==> src/rtl/core/button_click_classifier_top_assert.svh <==
// Assertion macros for the button click classifier.
`ifndef BUTTON_CLICK_CLASSIFIER_TOP_ASSERT_SVH
`define BUTTON_CLICK_CLASSIFIER_TOP_ASSERT_SVH
`ifndef NO_ASSERTIONS
`define BCC_ASSERT_NOW(label, ante, cons) \
	label: assert property (@(posedge clk) disable iff (!arst_n) (ante) |-> (cons)) \
	else $error("button click classifier: same-cycle check failed");
`define BCC_ASSERT_NEXT(label, ante, cons) \
	label: assert property (@(posedge clk) disable iff (!arst_n) (ante) |=> (cons)) \
	else $error("button click classifier: next-cycle check failed");
`else
`define BCC_ASSERT_NOW(label, ante, cons)
`define BCC_ASSERT_NEXT(label, ante, cons)
`endif
`endif

==> src/rtl/core/bcc_pkg.sv <==
// Package with the types and codes of the button click classifier.
package bcc_pkg;

	localparam int unsigned CFG_W = 16;
	localparam int unsigned TS_W  = 32;

	localparam logic CFG_IDX_HOLD   = 1'b0;
	localparam logic CFG_IDX_WINDOW = 1'b1;

	localparam logic [CFG_W-1:0] HOLD_RESET   = 16'd1000;
	localparam logic [CFG_W-1:0] WINDOW_RESET = 16'd300;

	localparam logic [1:0] PH_WAIT_PRESS   = 2'd0;
	localparam logic [1:0] PH_WAIT_RELEASE = 2'd1;
	localparam logic [1:0] PH_CHECK_DOUBLE = 2'd2;
	localparam logic [1:0] PH_IDLE         = 2'd3;

	localparam logic [1:0] EV_NONE   = 2'd0;
	localparam logic [1:0] EV_CLICK  = 2'd1;
	localparam logic [1:0] EV_DOUBLE = 2'd2;
	localparam logic [1:0] EV_HOLD   = 2'd3;

	typedef struct packed {
		logic [CFG_W-1:0] hold_time_ms;
		logic [CFG_W-1:0] double_click_window_ms;
	} bcc_cfg_t;

endpackage

==> src/rtl/core/bcc_if.sv <==
// Request channel interfaces for polls and for classified events.
interface bcc_in_if;
	logic        valid;
	logic        ready;
	logic        button_pressed;
	logic [31:0] now_ms;

	modport source (output valid, output button_pressed, output now_ms, input ready);
	modport sink (input valid, input button_pressed, input now_ms, output ready);
endinterface

interface bcc_out_if;
	logic       valid;
	logic       ready;
	logic [1:0] event_code;

	modport source (output valid, output event_code, input ready);
	modport sink (input valid, input event_code, output ready);
endinterface

==> src/rtl/core/bcc_classifier.sv <==
// Four-phase click classifier state and next-event logic for one poll.
module bcc_classifier (
	input  logic                   clk,
	input  logic                   arst_n,
	input  logic                   step,
	input  logic                   pressed,
	input  logic [31:0]            now_ms,
	input  bcc_pkg::bcc_cfg_t      cfg,
	output logic [1:0]             event_code
);
	import bcc_pkg::*;

	logic [1:0]      phase_q;
	logic [1:0]      phase_d;
	logic [TS_W-1:0] press_ts_q;
	logic [TS_W-1:0] elapsed;
	logic            hold_hit;
	logic            window_hit;

	assign elapsed    = now_ms - press_ts_q;
	assign hold_hit   = elapsed >= {{(TS_W-CFG_W){1'b0}}, cfg.hold_time_ms};
	assign window_hit = elapsed >= {{(TS_W-CFG_W){1'b0}}, cfg.double_click_window_ms};

	always_comb begin
		phase_d    = phase_q;
		event_code = EV_NONE;
		case (phase_q)
			PH_WAIT_PRESS: begin
				if (pressed) begin
					phase_d = PH_WAIT_RELEASE;
				end
			end
			PH_WAIT_RELEASE: begin
				if (hold_hit) begin
					phase_d    = PH_IDLE;
					event_code = EV_HOLD;
				end else if (!pressed) begin
					phase_d = PH_CHECK_DOUBLE;
				end
			end
			PH_CHECK_DOUBLE: begin
				if (pressed) begin
					phase_d    = PH_IDLE;
					event_code = EV_DOUBLE;
				end else if (window_hit) begin
					phase_d    = PH_WAIT_PRESS;
					event_code = EV_CLICK;
				end
			end
			default: begin
				if (!pressed) begin
					phase_d = PH_WAIT_PRESS;
				end
			end
		endcase
	end

	always_ff @(posedge clk or negedge arst_n) begin
		if (!arst_n) begin
			phase_q    <= PH_WAIT_PRESS;
			press_ts_q <= '0;
		end else if (step) begin
			phase_q <= phase_d;
			if (phase_q == PH_WAIT_PRESS && pressed) begin
				press_ts_q <= now_ms;
			end
		end
	end
endmodule

==> src/rtl/core/button_click_classifier_top.sv <==
// Top level of the button click classifier with input, result and configuration registers.
// Each poll request gives exactly one event request, moved from the input register to the result
// register when the output side is free; a new poll can be taken every cycle unless the output
// side stalls. The path from the poll register to the event register holds one 32-bit subtraction,
// two compares and the phase update. Configuration writes take effect at the next clock edge.
module button_click_classifier_top (
	input  logic                   clk,
	input  logic                   arst_n,
	bcc_in_if.sink                 in_req,
	bcc_out_if.source              out_req,
	input  logic                   cfg_we,
	input  logic                   cfg_index,
	input  logic [15:0]            cfg_wdata
);
	import bcc_pkg::*;

	`include "button_click_classifier_top_assert.svh"

	bcc_cfg_t        cfg_q;
	logic            valid_s1;
	logic            pressed_s1;
	logic [TS_W-1:0] now_s1;
	logic            out_valid_q;
	logic [1:0]      event_q;
	logic [1:0]      event_d;
	logic            out_free;
	logic            advance;

	assign out_free     = !out_valid_q || out_req.ready;
	assign advance      = valid_s1 && out_free;
	assign in_req.ready = !valid_s1 || out_free;

	always_ff @(posedge clk or negedge arst_n) begin
		if (!arst_n) begin
			cfg_q.hold_time_ms           <= HOLD_RESET;
			cfg_q.double_click_window_ms <= WINDOW_RESET;
		end else if (cfg_we) begin
			case (cfg_index)
				CFG_IDX_HOLD:   cfg_q.hold_time_ms           <= cfg_wdata;
				CFG_IDX_WINDOW: cfg_q.double_click_window_ms <= cfg_wdata;
				default: begin
				end
			endcase
		end
	end

	always_ff @(posedge clk or negedge arst_n) begin
		if (!arst_n) begin
			valid_s1 <= 1'b0;
		end else if (in_req.ready) begin
			valid_s1 <= in_req.valid;
		end
	end

	always_ff @(posedge clk) begin
		if (in_req.valid && in_req.ready) begin
			pressed_s1 <= in_req.button_pressed;
			now_s1     <= in_req.now_ms;
		end
	end

	bcc_classifier u_classifier (
		.clk        (clk),
		.arst_n     (arst_n),
		.step       (advance),
		.pressed    (pressed_s1),
		.now_ms     (now_s1),
		.cfg        (cfg_q),
		.event_code (event_d)
	);

	always_ff @(posedge clk or negedge arst_n) begin
		if (!arst_n) begin
			out_valid_q <= 1'b0;
		end else if (out_free) begin
			out_valid_q <= valid_s1;
		end
	end

	always_ff @(posedge clk) begin
		if (advance) begin
			event_q <= event_d;
		end
	end

	assign out_req.valid      = out_valid_q;
	assign out_req.event_code = event_q;

	`BCC_ASSERT_NOW(a_stall_blocks_input, valid_s1 && out_valid_q && !out_req.ready, !in_req.ready)
	`BCC_ASSERT_NEXT(a_advance_fills_output, advance, out_valid_q)
	`BCC_ASSERT_NOW(a_not_ready_means_busy, !in_req.ready, valid_s1 && out_valid_q)
endmodule

==> src/flat_wrapper.sv <==
// flat-port wrapper written by rule: the top's interface ports become plain ports
module button_click_classifier_top_flat import bcc_pkg::*;
  (clk, arst_n, cfg_we, cfg_index, cfg_wdata, in_req_valid, in_req_button_pressed, in_req_now_ms, in_req_ready, out_req_valid, out_req_event_code, out_req_ready);
  bcc_in_if in_req_i ();
  bcc_out_if out_req_i ();
  input  logic clk;
  input  logic arst_n;
  input  logic cfg_we;
  input  logic cfg_index;
  input  logic [15:0] cfg_wdata;
  input wire logic [$bits(in_req_i.valid)-1:0] in_req_valid;
  input wire logic [$bits(in_req_i.button_pressed)-1:0] in_req_button_pressed;
  input wire logic [$bits(in_req_i.now_ms)-1:0] in_req_now_ms;
  output wire logic [$bits(in_req_i.ready)-1:0] in_req_ready;
  output wire logic [$bits(out_req_i.valid)-1:0] out_req_valid;
  output wire logic [$bits(out_req_i.event_code)-1:0] out_req_event_code;
  input wire logic [$bits(out_req_i.ready)-1:0] out_req_ready;
  assign in_req_i.valid = in_req_valid;
  assign in_req_i.button_pressed = in_req_button_pressed;
  assign in_req_i.now_ms = in_req_now_ms;
  assign in_req_ready = in_req_i.ready;
  assign out_req_valid = out_req_i.valid;
  assign out_req_event_code = out_req_i.event_code;
  assign out_req_i.ready = out_req_ready;
  button_click_classifier_top u_core (.clk(clk), .arst_n(arst_n), .in_req(in_req_i), .out_req(out_req_i), .cfg_we(cfg_we), .cfg_index(cfg_index), .cfg_wdata(cfg_wdata));
endmodule
==> config.mk <==
export PLATFORM = sky130hd
export DESIGN_NAME = button_click_classifier_top_flat
export DESIGN_NICKNAME = d
export VERILOG_FILES = /design/src/rtl/core/bcc_pkg.sv /design/src/rtl/core/bcc_if.sv /design/src/rtl/core/bcc_classifier.sv /design/src/rtl/core/button_click_classifier_top.sv /design/src/flat_wrapper.sv
export VERILOG_INCLUDE_DIRS = /design/src /design/src/rtl/core
export SDC_FILE = /design/constraint.sdc
export NUM_CORES = 1
export LEC_CHECK = 0
export ABC_AREA = 1
export BUFFER_PORTS_ARGS = -buffer_cell sky130_fd_sc_hd__buf_2
export CAP_MARGIN = 10
export CORE_ASPECT_RATIO = 1.5
export CORE_MARGIN = 3
export CORE_UTILIZATION = 50
export DETAILED_ROUTE_END_ITERATION = 8
export PLACE_DENSITY = 0.72
export SLEW_MARGIN = 10
export SYNTH_ARGS = -nofsm -noshare
export SYNTH_HDL_FRONTEND = slang
export SYNTH_SLANG_ARGS = --single-unit
==> constraint.sdc <==
create_clock -name clk -period 3.2 [get_ports clk]
set_input_delay 0.64 -clock clk [delete_from_list [all_inputs] [get_ports clk]]
set_output_delay 0.64 -clock clk [all_outputs]
set_load 0.02 [all_outputs]
Yosys cells after proc, flatten, opt, wreduce, memory -nomap -nowiden:

Index checks and enable logic that the tools add are counted.

* register bits after elaboration: 103
* input bits: 55
* output and inout bits: 4
* logic and storage cells: 42

* add/sub/neg operators: 1
* magnitude comparators: 2
* equality and inequality tests: 6
* multiplexer cells: 11
* bitwise operators: 1
* reductions and logical operators: 12

Operator list (count)
* 32-bit by 16-bit >= comparator with 1-bit output: 2
* 32-bit subtractor: 1
* 2-bit two-way mux: 8
* 2-bit case mux with 3 select lines: 1
* 2-bit AND reduction: 3
* 5-bit AND reduction: 1
* 4-bit != test (second input constant): 1
* 2-bit case mux with 2 select lines: 1
* 1-bit logical AND: 3
* 3-bit by 2-bit != test with 1-bit output (second input constant): 1
* 3-bit != test (second input constant): 1
* 2-bit by 1-bit equality test with 1-bit output (second input constant): 1
* 2-bit equality test (second input constant): 1
* 1-bit logical NOT: 2
* 2-bit logical NOT: 1
* 1-bit logical OR: 2
* 2-bit by 1-bit != test with 1-bit output (second input constant): 1
* 1-bit two-way mux: 1
* 1-bit NOT: 1

Logic depth before layout (Yosys ltp):

* depth after elaboration: 5
* depth in mapped cells: 24
* mapped depth without buffers: 24

Cells and area by module:

A second synthesis with hierarchy kept.

* cell total of the unflattened synthesis: 1085
* area, all modules: 7556.0 um2

Modules (own cells, without submodules)
* bcc_classifier: instances 1, cells an instance 898, area each 5082.4 um2, sequential area each 850.8 um2
* button_click_classifier_top: instances 1, cells an instance 187, area each 2473.6 um2, sequential area each 1914.3 um2

Worst setup path after synthesis:

OpenSTA, ideal clock, no wires.

* path type: register to register
* start point: register u_core.u_classifier.press_ts_q[0]
* end point: register u_core.event_q[0], in the netlist u_core.out_req.event_code[0], data pin
* library setup time: 0.257 ns
* data arrival time: 2.466 ns
* data required time: 2.943 ns
* setup slack: 0.477 ns
* cell stages (with the launch flop): 20
* buffers on the path: 0
* clock period less this slack: 2.723 ns
* cells stage by stage: dfrtp_1 > ha_1 > fa_1 > inv_1 > nand2_1 > nand3_4 > xor2_1 > ha_1 > nand2_1 > nor2_1 > nor2_1 > nand3_1 > nand2_1 > nand3_1 > nand2_1 > nand2_1 > nor2_1 > nand3_1 > nand2_1 > a21oi_1

* word-level cells in the longest chain between the ends: 5
* elaborated cells between the ends (all ways): 7
* classes of those cells: add/sub: 1; order compare: 2; mux: 4

Ends and longest elaborated chain
* start: declaration: line bcc_classifier.sv:15 `logic [TS_W-1:0] press_ts_q;`
* start signal: assignment: line bcc_classifier.sv:65 `press_ts_q <= now_ms;`
* 32-bit subtractor *: line bcc_classifier.sv:20 `assign elapsed = now_ms - press_ts_q;`
* 32-bit by 16-bit >= comparator with 1-bit output: line bcc_classifier.sv:22 `assign window_hit = elapsed >= {{(TS_W-CFG_W){1'b0}}, cfg.double_click_window_ms};`
* 1-bit two-way mux: line bcc_classifier.sv:45 `end else if (window_hit) begin`
* 2-bit two-way mux: line bcc_classifier.sv:42 `if (pressed) begin`
* 2-bit case mux with 2 select lines *: line bcc_classifier.sv:27 `case (phase_q)`
* net u_core.event_d[0]: line button_click_classifier_top.sv:25 `logic [1:0] event_d;`
* end signal: assignment: line button_click_classifier_top.sv:82 `event_q <= event_d;`
* end: declaration: line button_click_classifier_top.sv:24 `logic [1:0] event_q;`

The timed path passes the listed nets; every way through them passes the cells marked *.
A chain may end at the register's enable or synchronous reset.

Worst setup path after layout:

* start point: register u_core.now_s1[6]
* end point: register u_core.u_classifier.phase_q[0]

* word-level cells in the longest chain between the ends: 4
* elaborated cells between the ends (all ways): 8
* classes of those cells: add/sub: 1; order compare: 2; eq/ne: 2; mux: 2; reduce/logical: 1

Ends and longest elaborated chain
* start: declaration: line button_click_classifier_top.sv:22 `logic [TS_W-1:0] now_s1;`
* start signal: assignment: line button_click_classifier_top.sv:58 `now_s1 <= in_req.now_ms;`
* 32-bit subtractor *: line bcc_classifier.sv:20
* 32-bit by 16-bit >= comparator with 1-bit output, on equally long branches: line bcc_classifier.sv:22, bcc_classifier.sv:21
* 3-bit by 2-bit != test with 1-bit output (no source line) (tied with other cells)
* 5-bit AND reduction (no source line) / 2-bit case mux with 3 select lines (equally long branches)
* end signal: assignment: line bcc_classifier.sv:63 `phase_q <= phase_d;`
* end: declaration: line bcc_classifier.sv:13 `logic [1:0] phase_q;`

Every way passes the cells marked *; elsewhere a longest branch is shown, timed or not.

==> PnR_summary.wiki <==
{| class="wikitable"
! Metric !! Value
|-
| Number of flops mapped to enable cells by yosys || 35
|-
| CTS tree || built
|-
| Crit path arrival time || 3.33 ns
|-
| Data required time at the worst endpoint || 3.45 ns
|-
| Maximum vdd drop || between 0.3 and 0.4 mV
|-
| Hold Buf Count CTS || 0
|-
| Reg2reg start || u_core.now_s1[6]$_DFFE_PP_
|-
| Number of top-level pins || 59
|-
| Power per standard cell area || 903 nW/um^2
|-
| Share of power burned in the clock network || roughly 15%
|-
| Final Skew || between 0.01 and 0.015 ns
|-
| Clock latency of the later-clocked register in the worst-skew pair || ~0.37 ns
|-
| Largest area contributor in the netlist || sky130_fd_sc_hd__dfrtp_1
|-
| Slew at the pin closest to its max-slew limit || between 0.9 and 1 ns
|-
| DR iter-0 viols || ~240
|-
| Area of the placeable core || 14100 um^2
|-
| Combined area of all synthesized cells || between 7000 and 8000 um^2
|-
| Crit end category || flop
|-
| Clock Sink Count || between 100 and 150
|-
| Seq/Total Area, Yosys || a little under two fifths
|-
| Synth warn || 0
|-
| Horizontal die dimension || approximately 100 um
|-
| Total vias in the final route || around 6000
|-
| Drt first pass iters || 5
|-
| Final Max Tran Viols || 0
|-
| Initial core utilization || about half
|-
| Share of power burned in combinational logic || slightly above 60%
|-
| Crit share post-route || between 90% and 100%
|-
| First-pass GRT wire length || around 26 mm
|-
| Port Buf Inserts || 58
|-
| Max-capacitance violation count || 0
|-
| Htree depth || 3
|-
| Worst Path Max Fanout || 4
|-
| Diode insertion count for antenna repair || 0
|-
| Worst-case register-to-register setup slack || 0.12 ns
|-
| CTS max path bufs || 2
|-
| Switching part of the total power || ~47%
|-
| Core Util, Final || between 50 and 60%
|-
| Row count || 53
|-
| Avg Inst Size Synth || between 7 and 8 um^2
|-
| Count of endpoints failing setup in the final report || 0
|-
| Post-synthesis cell type count || 35
|-
| Fin Setup TNS || 0 ns
|-
| Min Tclk post-route || ~3 ns
|-
| Top FF cell, synth || sky130_fd_sc_hd__dfrtp_1
|-
| CTS clk-pin slew, worst paths || 0.08 ns
|-
| Leak Pwr || roughly 0.0046 uW
|-
| Syn nets || roughly 1100
|-
| Gate Count Post-Synth || between 1000 and 1500
|-
| Largest net degree at the start of global routing || 69
|-
| Proportion of register bits with asynchronous set or reset after synthesis || approximately two thirds
|-
| Final layout net count || between 1000 and 1500
|-
| Master cell of the clock root buffer || sky130_fd_sc_hd__clkbuf_16
|-
| Number of antenna-violating nets in the routed design || 0
|-
| Most common cell in the synthesized netlist || sky130_fd_sc_hd__nand2_1
|-
| Post-detailed-route via-to-cell ratio || about 4.8
|-
| Aggregate routed wire length || 15.8 mm
|-
| Layout overhead on the synthesized area || 16.0%
|-
| Number of synthesized register bits || between 100 and 150
|-
| Final weighted congestion in routability-driven placement || 0.963
|-
| CTS Buf Count || 9
|-
| DRC Markers || 0
|-
| Commonest cells in the netlist || 316 x sky130_fd_sc_hd__nand2_1, 219 x sky130_fd_sc_hd__inv_1, 72 x sky130_fd_sc_hd__nor2_1, 67 x sky130_fd_sc_hd__ha_1, 58 x sky130_fd_sc_hd__dfrtp_1
|-
| Global route total overflow || 0
|-
| Hold Crit Class || in2async
|-
| Final hold violation count || 0
|-
| Die ar. || between 15000 and 20000 um^2
|-
| Startpoint Class || flop
|-
| Run status || finished, final reports clean
|-
| Post-DP HPWL || around 12 mm
|-
| Vias in the first global route || approximately 5700
|-
| Fraction of layout instances using a drive strength above 1 || ~17%
|-
| Die height || ~150 um
|-
| Internal power || 4050 uW
|-
| Wirelength per Cell || 12.4 um
|-
| PnR Total Power || between 7000 and 8000 uW
|-
| Share of the synthesized area in the top cell type || between 20% and 30%
|-
| Leading cell types by total area after synthesis || sky130_fd_sc_hd__dfrtp_1 20%, sky130_fd_sc_hd__nand2_1 16%, sky130_fd_sc_hd__edfxtp_1 14%
|-
| Power dissipated by switching net loads || between 3000 and 4000 uW
|-
| Overall Global Routing Usage || between 10% and 20%
|-
| Logic depth of the worst register-to-register path || 23
|-
| Max Clock Freq || 324 MHz
|-
| Sequential power share || between 20% and 30%
|-
| Rel. slew slack || 39.2%
|-
| Initial antenna violation count || 0
|-
| Worst reg2reg endpoint || u_core.u_classifier.phase_q[0]$_DFFE_PN0P_
|-
| Type of the setup path with the least slack || reg2reg
|}
==> logic make-up after synthesis <==
kind of cell | synth area share, %
flip-flops | 38.1
XOR/XNOR | 1.81
multiplexers | 0.155
buffers and inverters | 12.3
AO/OA/AOI/OAI | 7.26
AND/OR/NAND/NOR | 28.5
adder cells (fa/ha/maj) | 11.8
==> worst max-delay path by stage <==
stage                                                  start                                         end  cells past startpoint
2_1_floorplan  u_core.u_classifier.press_ts_q[0]$_DFFE_PN0P_      u_core.out_req.event_code[0]$_DFFE_PP_                     19
3_3_place_gp                      u_core.now_s1[6]$_DFFE_PP_  u_core.u_classifier.phase_q[0]$_DFFE_PN0P_                     19
3_5_place_dp                      u_core.now_s1[6]$_DFFE_PP_  u_core.u_classifier.phase_q[0]$_DFFE_PN0P_                     19
4_1_cts                           u_core.now_s1[6]$_DFFE_PP_  u_core.u_classifier.phase_q[0]$_DFFE_PN0P_                     23
5_1_grt        u_core.u_classifier.press_ts_q[0]$_DFFE_PN0P_  u_core.u_classifier.phase_q[1]$_DFFE_PN0P_                     21
6_report                          u_core.now_s1[6]$_DFFE_PP_  u_core.u_classifier.phase_q[0]$_DFFE_PN0P_                     23
==> cell usage in the layout, fill, tap and decap left out, types with 9 or more instances in the layout <==
master / synthesis / final
sky130_fd_sc_hd__a21oi_1: 56 / 55
sky130_fd_sc_hd__buf_2: 0 / 58
sky130_fd_sc_hd__buf_4: 0 / 9
sky130_fd_sc_hd__clkbuf_16: 0 / 10
sky130_fd_sc_hd__dfrtp_1: 58 / 58
sky130_fd_sc_hd__dfstp_2: 10 / 10
sky130_fd_sc_hd__edfxtp_1: 35 / 35
sky130_fd_sc_hd__ha_1: 67 / 57
sky130_fd_sc_hd__ha_4: 0 / 9
sky130_fd_sc_hd__inv_1: 219 / 217
sky130_fd_sc_hd__nand2_1: 316 / 307
sky130_fd_sc_hd__nand2_2: 15 / 22
sky130_fd_sc_hd__nand3_1: 28 / 25
sky130_fd_sc_hd__nand4_1: 9 / 9
sky130_fd_sc_hd__nor2_1: 72 / 69
sky130_fd_sc_hd__nor2_2: 18 / 20
sky130_fd_sc_hd__o21ai_0: 39 / 39
==> flip-flops by register name, indices dropped and copies added, names as in the netlist <==
name,count
u_core.pressed_s1,1
u_core.u_classifier.phase_q,2
u_core.now_s1,32
u_core.out_req.valid,1
u_core.cfg_q,32
u_core.valid_s1,1
u_core.out_req.event_code,2
u_core.u_classifier.press_ts_q,32
==> timing repair <==
action / 4_1_cts / 5_1_grt
pin swaps: 0 / 13
resized for setup: 1 / 46
setup endpoints to repair: 2 / 4
setup buffers: 0 / 6
==> through the flow <==
step	cell area, um^2	setup WS, ns	std cells	hold slack, ns
6_report	8410	0.116	1272	0.283
3_3_place_gp	7790	-0.0329	1250	0.466
5_1_grt	8410	-0.0850	1272	0.310
3_5_place_dp	7790	-0.0368	1250	0.473
4_1_cts	8110	0.0128	1266	0.300
2_1_floorplan	7260	0.477	1008	0.344
==> critical path: stages (launching register included) <==
cell                       delay (ns)
sky130_fd_sc_hd__edfxtp_1        0.43
sky130_fd_sc_hd__ha_4            0.34
sky130_fd_sc_hd__nand2_2         0.10
sky130_fd_sc_hd__inv_1           0.06
sky130_fd_sc_hd__nand2_1         0.05
sky130_fd_sc_hd__nand2_1         0.08
sky130_fd_sc_hd__inv_1           0.07
sky130_fd_sc_hd__nand2_4         0.08
sky130_fd_sc_hd__xor2_2          0.22
sky130_fd_sc_hd__ha_1            0.29
sky130_fd_sc_hd__nand2_1         0.09
sky130_fd_sc_hd__nor2_1          0.05
sky130_fd_sc_hd__nor2_1          0.09
sky130_fd_sc_hd__nand3_1         0.09
sky130_fd_sc_hd__nand2_1         0.06
sky130_fd_sc_hd__nand3_1         0.08
sky130_fd_sc_hd__nand2_1         0.06
sky130_fd_sc_hd__nand2_1         0.06
sky130_fd_sc_hd__nor2_2          0.15
sky130_fd_sc_hd__nand4_2         0.13
sky130_fd_sc_hd__nor2_2          0.20
sky130_fd_sc_hd__nor2_2          0.07
sky130_fd_sc_hd__nand3_1         0.07
sky130_fd_sc_hd__nand2_1         0.05
==> power groups by stage <==
stage	Sequential (uW)	Combinational [uW]	Clock [uW]
finish	1810	4640	1150
floorplan	1810	3240	0
detailed placement	1840	4180	0
CTS	1810	4240	1170
global route	1840	5330	1220
global placement	1820	4110	0
==> metal layers <==
layer | wire [um] | global-route usage, % | up-vias
met2 | 8070 | 36.0 | 109
met5 | 0 | 0 | -
met4 | 372 | 7.48 | 0
met1 | 6850 | 23.8 | 2709
met3 | 516 | 3.02 | 23
li1 | - | - | 3201
==> area by class of cell <==
cell class	instances	area [um^2]
multi-input cells	667	3860
repair buffers	68	378
fillers	1348	5710
well taps	192	240
clock inverters	6	67.6
flip-flops and latches	103	2770
inverters	226	848
clock buffers	10	250
(Power assumes the default switching activity.)
